[src/hw/rtl/dihedral_angle_assert.svh]
// Assertion macros used by the dihedral angle top module.
`ifndef DIHEDRAL_ANGLE_ASSERT_SVH
`define DIHEDRAL_ANGLE_ASSERT_SVH

// Checked on every clock, not while reset is high.
`define DHA_ASSERT(lbl, prop, msg) \
   lbl: assert property (@(posedge clock) disable iff (reset) prop) \
      else $error(msg);

// Checked on every clock, reset included.
`define DHA_ASSERT_ALWAYS(lbl, prop, msg) \
   lbl: assert property (@(posedge clock) prop) else $error(msg);

`endif

[src/hw/rtl/dha_pkg.sv]
package dha_pkg;

   localparam int FRAC_BITS        = 16;
   localparam int CORDIC_STEPS     = 18;
   localparam int COORD_W          = 32;
   localparam int OUT_W            = 25;

   localparam int SQRT_STEPS       = 32;
   localparam int SQRT_PER_STAGE   = 2;
   localparam int SQRT_STAGES      = (SQRT_STEPS + SQRT_PER_STAGE - 1) / SQRT_PER_STAGE;
   localparam int DIV_STEPS        = 31;
   localparam int DIV_PER_STAGE    = 4;
   localparam int DIV_STAGES       = (DIV_STEPS + DIV_PER_STAGE - 1) / DIV_PER_STAGE;
   localparam int CORDIC_PER_STAGE = 2;
   localparam int CORDIC_STAGES    = (CORDIC_STEPS + CORDIC_PER_STAGE - 1) / CORDIC_PER_STAGE;

   // register stages from input transfer to the result register input
   localparam int PIPE_DEPTH = 17 + 2 * SQRT_STAGES + DIV_STAGES + CORDIC_STAGES;

   localparam int RAD_SH = 30 - FRAC_BITS;
   localparam int DEG_SH = 54 - FRAC_BITS;

   localparam logic signed [35:0] HALF_PI_Q30     = 36'sd1686629713;
   localparam logic        [29:0] DEG_PER_RAD_Q24 = 30'd961263669;
   localparam logic signed [67:0] OUT_MAX = (68'sd1 <<< (OUT_W - 1)) - 68'sd1;
   localparam logic signed [67:0] OUT_MIN = -(68'sd1 <<< (OUT_W - 1));

   typedef enum logic [1:0] {
      MODE_RAD     = 2'd0,
      MODE_DEG     = 2'd1,
      MODE_COS     = 2'd2,
      MODE_COS_ALT = 2'd3
   } mode_type;

   localparam mode_type MODE_RESET = MODE_DEG;

   typedef struct packed {
      logic       rsh;
      logic [5:0] amt;
   } scale_type;

   typedef struct packed {
      logic degen;
      logic neg;
   } side_type;

   typedef struct packed {
      side_type           side;
      logic signed [31:0] c;
   } cside_type;

   typedef struct packed {
      logic [63:0] n;
      logic [63:0] r;
   } sq_type;

   typedef struct packed {
      logic [31:0] rem;
      logic [30:0] aq;
      logic [30:0] dv;
      logic        sg;
   } div_type;

   typedef struct packed {
      logic signed [35:0] x;
      logic signed [35:0] y;
      logic signed [35:0] z;
   } cor_type;

   // shift that brings the largest magnitude into [2^29, 2^30)
   function automatic scale_type scale_info(input logic [63:0] m);
      scale_type s;
      int        p;
      p = 0;
      for (int i = 0; i < 64; i++) begin
         if (m[i]) begin
            p = i;
         end
      end
      if (p >= 30) begin
         s.rsh = 1'b1;
         s.amt = 6'(p - 29);
      end else begin
         s.rsh = 1'b0;
         s.amt = 6'(29 - p);
      end
      return s;
   endfunction

   function automatic logic signed [31:0] scale_val(input logic signed [63:0] v,
                                                    input scale_type s);
      logic signed [63:0] t;
      t = s.rsh ? (v >>> s.amt) : (v <<< s.amt);
      return t[31:0];
   endfunction

   function automatic sq_type sqrt_step(input sq_type a, input int pos);
      sq_type      b;
      logic [63:0] bt;
      bt = 64'd1 << (2 * pos);
      if (a.n >= a.r + bt) begin
         b.n = a.n - (a.r + bt);
         b.r = (a.r >> 1) + bt;
      end else begin
         b.n = a.n;
         b.r = a.r >> 1;
      end
      return b;
   endfunction

   // restoring division, one quotient bit
   function automatic div_type div_step(input div_type a);
      div_type     b;
      logic [31:0] r2;
      b  = a;
      r2 = {a.rem[30:0], a.aq[30]};
      if (r2 >= {1'b0, a.dv}) begin
         b.rem = r2 - {1'b0, a.dv};
         b.aq  = {a.aq[29:0], 1'b1};
      end else begin
         b.rem = r2;
         b.aq  = {a.aq[29:0], 1'b0};
      end
      return b;
   endfunction

   // atan(2^-i) in Q30
   function automatic logic signed [35:0] atan_entry(input int i);
      logic signed [35:0] t;
      case (i)
         0:       t = 36'sd843314857;
         1:       t = 36'sd497837829;
         2:       t = 36'sd263043837;
         3:       t = 36'sd133525159;
         4:       t = 36'sd67021687;
         5:       t = 36'sd33543516;
         6:       t = 36'sd16775851;
         7:       t = 36'sd8388437;
         8:       t = 36'sd4194283;
         9:       t = 36'sd2097149;
         default: begin
            if (i <= 30) begin
               t = 36'sd1 <<< (30 - i);
            end else begin
               t = '0;
            end
         end
      endcase
      return t;
   endfunction

   function automatic cor_type cordic_step(input cor_type a, input int i);
      cor_type            b;
      logic signed [35:0] x;
      logic signed [35:0] y;
      logic signed [35:0] z;
      x = a.x;
      y = a.y;
      z = a.z;
      if (!y[35]) begin
         b.x = x + (y >>> i);
         b.y = y - (x >>> i);
         b.z = z + atan_entry(i);
      end else begin
         b.x = x - (y >>> i);
         b.y = y + (x >>> i);
         b.z = z - atan_entry(i);
      end
      return b;
   endfunction

   // add half, then floor shift
   function automatic logic signed [67:0] round_shift(input logic signed [67:0] v,
                                                      input int sh);
      return (v + (68'sd1 <<< (sh - 1))) >>> sh;
   endfunction

endpackage

[src/hw/rtl/dha_isqrt.sv]
module dha_isqrt import dha_pkg::*; (
   input  logic        clock,
   input  logic        en,
   input  logic [62:0] rad,
   output logic [31:0] root
);

   sq_type st_ff  [SQRT_STAGES];
   sq_type st_in  [SQRT_STAGES];
   sq_type st_src [SQRT_STAGES];

   for (genvar s = 0; s < SQRT_STAGES; s++) begin : g_stage
      if (s == 0) begin : g_first
         assign st_src[s] = '{n: {1'b0, rad}, r: '0};
      end else begin : g_next
         assign st_src[s] = st_ff[s-1];
      end

      always_comb begin
         sq_type t;
         t = st_src[s];
         for (int k = 0; k < SQRT_PER_STAGE; k++) begin
            if (s * SQRT_PER_STAGE + k < SQRT_STEPS) begin
               t = sqrt_step(t, SQRT_STEPS - 1 - (s * SQRT_PER_STAGE + k));
            end
         end
         st_in[s] = t;
      end

      always_ff @(posedge clock) begin
         if (en) begin
            st_ff[s] <= st_in[s];
         end
      end
   end

   assign root = st_ff[SQRT_STAGES-1].r[31:0];

endmodule

[config.mk]
export PLATFORM = sky130hd
export DESIGN_NAME = dha_isqrt
export DESIGN_NICKNAME = d
export VERILOG_FILES = /design/src/hw/rtl/dihedral_angle_assert.svh /design/src/hw/rtl/dha_pkg.sv /design/src/hw/rtl/dha_isqrt.sv
export SDC_FILE = /design/constraint.sdc
export NUM_CORES = 2
export LEC_CHECK = 0
export ABC_AREA = 1
export BUFFER_PORTS_ARGS = -buffer_cell sky130_fd_sc_hd__buf_2
export CAP_MARGIN = 10
export CORE_MARGIN = 10
export CORE_UTILIZATION = 25
export CTS_CLUSTER_DIAMETER = 50
export DETAILED_ROUTE_END_ITERATION = 12
export PLACE_DENSITY = 0.47
export SLEW_MARGIN = 20
export SYNTH_ARGS = -nofsm -noshare
export SYNTH_HDL_FRONTEND = slang
export SYNTH_SLANG_ARGS = --single-unit
[constraint.sdc]
create_clock -name clock -period 4.1 [get_ports clock]
set_input_delay 0.615 -clock clock [delete_from_list [all_inputs] [get_ports clock]]
set_output_delay 0.615 -clock clock [all_outputs]
set_load 0.02 [all_outputs]
# Word-level counts from Yosys, hierarchy flattened
# Memory sizes are Yosys's and may differ from the RTL's.
# Index checks and enable logic that the tools add are counted.
# Widths: inputs -> output; s select.
dict set report op_classes {
  n_addsub 94
  magnitude_cmp 32
  n_mux 34
}
# operator n
set op_table {}
lappend op_table {{$mux 128} 32}
lappend op_table {{$ge 64x64->1} 31}
lappend op_table {{$sub 64x64->64} 31}
lappend op_table {{$add 63x1->64 const B} 1}
lappend op_table {{$add 63x11->64 const B} 1}
lappend op_table {{$add 63x13->64 const B} 1}
lappend op_table {{$add 63x15->64 const B} 1}
lappend op_table {{$add 63x17->64 const B} 1}
lappend op_table {{$add 63x19->64 const B} 1}
lappend op_table {{$add 63x21->64 const B} 1}
lappend op_table {{$add 63x23->64 const B} 1}
lappend op_table {{$add 63x25->64 const B} 1}
lappend op_table {{$add 63x27->64 const B} 1}
lappend op_table {{$add 63x29->64 const B} 1}
lappend op_table {{$add 63x3->64 const B} 1}
lappend op_table {{$add 63x31->64 const B} 1}
lappend op_table {{$add 63x33->64 const B} 1}
lappend op_table {{$add 63x35->64 const B} 1}
lappend op_table {{$add 63x37->64 const B} 1}
lappend op_table {{$add 63x39->64 const B} 1}
lappend op_table {{$add 63x41->64 const B} 1}
lappend op_table {{$add 63x43->64 const B} 1}
lappend op_table {{$add 63x45->64 const B} 1}
lappend op_table {{$add 63x47->64 const B} 1}
lappend op_table {{other kinds (44)} 45}
dict set report totals {
  inputBits 65
  elab_cells 161
  mem_bits_rw 2048
  regBits 0
  output_inout_bits 32
  memories 1
}
# name depth word_bits read_ports rd_ports_with_merged_regs wr line
set memory_table {}
lappend memory_table {st_ff 16 128 16 0 16 dha_isqrt.sv:8} ;# sq_type st_ff [SQRT_STAGES];

# Logic depth before layout (Yosys ltp)
# An unclocked memory read counts as a cell.
dict set report depth {
  ltp_word 7
  mapped_depth 34
  mapped_depth_nobuf 31
}

# Least setup slack after synthesis
# Ideal clock, no wire load.
dict set report synth_path {
  path_type {register -> register}
  startpoint {memory st_ff[1][610] (netlist name)}
  endpoint {memory st_ff[1][736] (netlist name) (data pin)}
  setup_slack_ps -420
  path_buffers 4
  path_stages_with_launch 31
  arrival_time_ps 4262
  synth_period_minus_slack_ps 4520
  t_required_ps 3842
  cell_sequence {edfxtp_1 ha_1 nand2_1 nor2_1 inv_1 nor2_2 inv_1 nor3_2 nand2_4 nand2_8 buf_6 buf_6 clkinv_1 clkbuf_1 nand2_1 o21ai_0 ha_1 nand2_1 nor2_1 inv_1 nor2_1 inv_1 nor3_1 nand3_1 nor2_1 nand3_1 o21ai_2 nor2_8 buf_6 nand2_1 o21ai_1}
}
# element line
set synth_lines {}
lappend synth_lines {{start: declaration} dha_isqrt.sv:8}

==> reports/qor.yml <==
synthesis.area_mm2: 0.1013
synth_flop_cell: "edfxtp_1"
wl_per_cell_um: 18.43
antenna_found_initial: 13
ys_warn_count: 0
layout_min_cycle_time_ps: 4610
gp_congestion: 0.9701
violations: "setup timing"
vias: 114800
path_common_cell: "nor2_4"
die_area_mm2: 0.4309
top_register: "st_ff"
hold_class: "in -> reg"
yosysUniqueCellTypes: 70
dieWidth_um: 656.5
fmax_ghz: 0.2169
grt_pass1_vias: 109300
areaGrowthSynthToFinish_pct: 65.77
grt_overflow_total: 0
worst-slew-pin-transition_ps: 988.3
period_share: 1.124
ys_seq_area_frac: 0.3653
drt-initial-drc-count: 8328
htreeDepth: 4
initial_core_util: 0.2512
grt_first_pass_wirelength_um: 667400
finalPower_w: 0.1027
grt_max_degree: 178
cts_root_buf: "clkbuf_16"
hold_viol: 0
leakage_nw: 77.52
max-cap-violations: 0
drtAntennaViolNets: 0
drive_gt1_frac: 0.4037
place_inst: 23910
slew_violations: 0
powerDensity_mw_per_mm2: 611.7
largest_register_ff_count: 1232
synth_seq_cells: 1232
nNetsFinal: 20250
ir_drop_mv: 0.4411
whs_ps: 206.6
cts_max_path_buffers: 4
syn_nets: 15150
largestRegisters: "st_ff (1232)"
start_kind: "flop"
cp_slowest_cell: "edfxtp_1"
finalSetupViolCount: 344
required_ps: 4710
clock_latency_ps: 920
fin_ws_ps: -509.7
stdcell_count: 25180
clock_skew_ps: 78.41
io_buffers: 96
status: "complete, but fails checks"
synthArstFlopShare: 0
cts_tree: "built"
fp-row-count: 233
die_height_um: 656.5
relSlewSlack: 0.3412
postSynthAreaPerCell_um2: 6.977
syn_inst: 14510
worstPathArrival_ps: 5220
detail_route.first_pass.iterations: 6
drcViolationCount: 0
ios: 97
cts.sinks: 1232
path_class: "reg -> reg"
cts_made_buffers: 186
dp_slack_ps: -1252
path_max_fanout: 8
vias_per_cell: 4.558
clk_pin_slew_worst_paths_ps: 50
reg2reg_setup_slack_ps: -510
hpwl_um: 375100
rsz0062_at_grt: "yes"
finalWirelength_um: 464000
cp-end-kind: "flop"
grt.total_usage: 0.1994
max_stage_delay_ps: 490
coreArea_mm2: 0.4032
synth_edf_count: 1232
kinds of logic after synthesis:
family                     share of synthesized area
AOI/OAI and AO/OA                            0.09297
xor gates and xnor gates                     0.04359
adders and majority gates                    0.07042
buffers and inverters                        0.09555
DFF                                           0.3653
muxes                                     0.00009884
and+or+nand+nor                               0.3321
layer usage:
metal / GRT usage / wire (µm)
met1: 0.2574 / 199700
met2: 0.3444 / 221000
met3: 0.02003 / 22510
met4: 0.07195 / 20780
met5: 0 / 35
cells in the mapped netlist (all sizes together) (116+ instances only):
master / instances / area (µm²)
edfxtp: 1232 / 37000
nand2: 4377 / 16560
inv: 2269 / 8522
a21oi: 733 / 3755
buf: 124 / 944.6
nor3: 169 / 893.4
ha: 570 / 7132
xnor2: 271 / 2374
nand3: 1048 / 5438
nand4: 307 / 1921
nor4: 116 / 732.0
o21ai: 764 / 3872
nor2: 1885 / 7289
xor2: 233 / 2041
repair_timing:
item                                   in CTS  in global routing
setup endpoints to repair                 463                478
buffers inserted                          445                424
resized for setup                        1669               2042
endpoints found under the hold margin      64                  0
hold buffers                               63                  0
pin swaps                                 367                717
gates cloned                               56                 15
power by group:
group / switching [W] / total [W] / internal (W)
Clock: 0.00664 / 0.0164 / 0.00977
Sequential: 0.00182 / 0.0188 / 0.0170
Combinational: 0.0357 / 0.0675 / 0.0318
Total: 0.0441 / 0.103 / 0.0585
critical path: cells and delay by family, from the launching register on:
family                     cells  cell delay [ps]
AOI/OAI and AO/OA              3              270
adders and majority gates      2              630
and+or+nand+nor               17             1980
buffers and inverters          8              960
DFF                            1              490
cells in the final DEF, fill, tap and decap left out, types with 99 or more instances in the layout:
| master | Yosys | routed |
|---|---|---|
| inv_2 | 26 | 312 |
| ha_1 | 570 | 271 |
| inv_1 | 2241 | 1939 |
| nor2_1 | 1833 | 1566 |
| nand4_1 | 307 | 307 |
| clkbuf_16 | 0 | 202 |
| buf_4 | 49 | 4581 |
| xor2_1 | 233 | 223 |
| nor2_2 | 37 | 177 |
| nand3_1 | 1014 | 922 |
| ha_4 | 0 | 283 |
| o21ai_1 | 107 | 174 |
| edfxtp_1 | 1232 | 1232 |
| nor2_4 | 14 | 147 |
| o21ai_2 | 13 | 168 |
| a21oi_2 | 20 | 235 |
| nor3_1 | 162 | 130 |
| nand2_4 | 3 | 233 |
| a21oi_1 | 712 | 398 |
| nand2_2 | 35 | 519 |
| xnor2_1 | 271 | 238 |
| buf_6 | 31 | 178 |
| a21oi_4 | 1 | 100 |
| nand2_1 | 4338 | 3620 |
| o21ai_0 | 644 | 324 |
| nand3_2 | 31 | 99 |
worst paths after layout:
check        depth (start not counted)                    start                       to
max                                 30  st_ff[1][606]$_DFFE_PP_  st_ff[1][729]$_DFFE_PP_
min reg2reg                          0  st_ff[0][349]$_DFFE_PP_  st_ff[0][477]$_DFFE_PP_
min                                  1                       en  st_ff[0][755]$_DFFE_PP_
max reg2reg                         30  st_ff[1][606]$_DFFE_PP_  st_ff[1][729]$_DFFE_PP_
metrics by stage:
| stage | cell area [µm²] | setup TNS [ps] | util |
|---|---|---|---|
| 2_1_floorplan | 101700 | -2235 | - |
| 3_3_place_gp | 138900 | -278620 | 0.3446 |
| 4_1_cts | 157100 | -86540 | 0.3898 |
| 5_1_grt | 167900 | -125270 | 0.4163 |
| 6_report | 167900 | -57450 | 0.4164 |
| 3_5_place_dp | 138900 | -276840 | 0.3446 |
cell type report:
class	instances	area, µm²
fill	40760	235300
multi-input combinational	10840	68230
timing repair buffer	5076	40810
sequential	1232	37000
inverter	2275	8665
tap	5405	6763
clock buffer	201	4796
clock inverter	142	1572
timing repair inverter	2	20.02
antenna	6	15.01
Note: power is estimated with default switching activity, not from simulation.
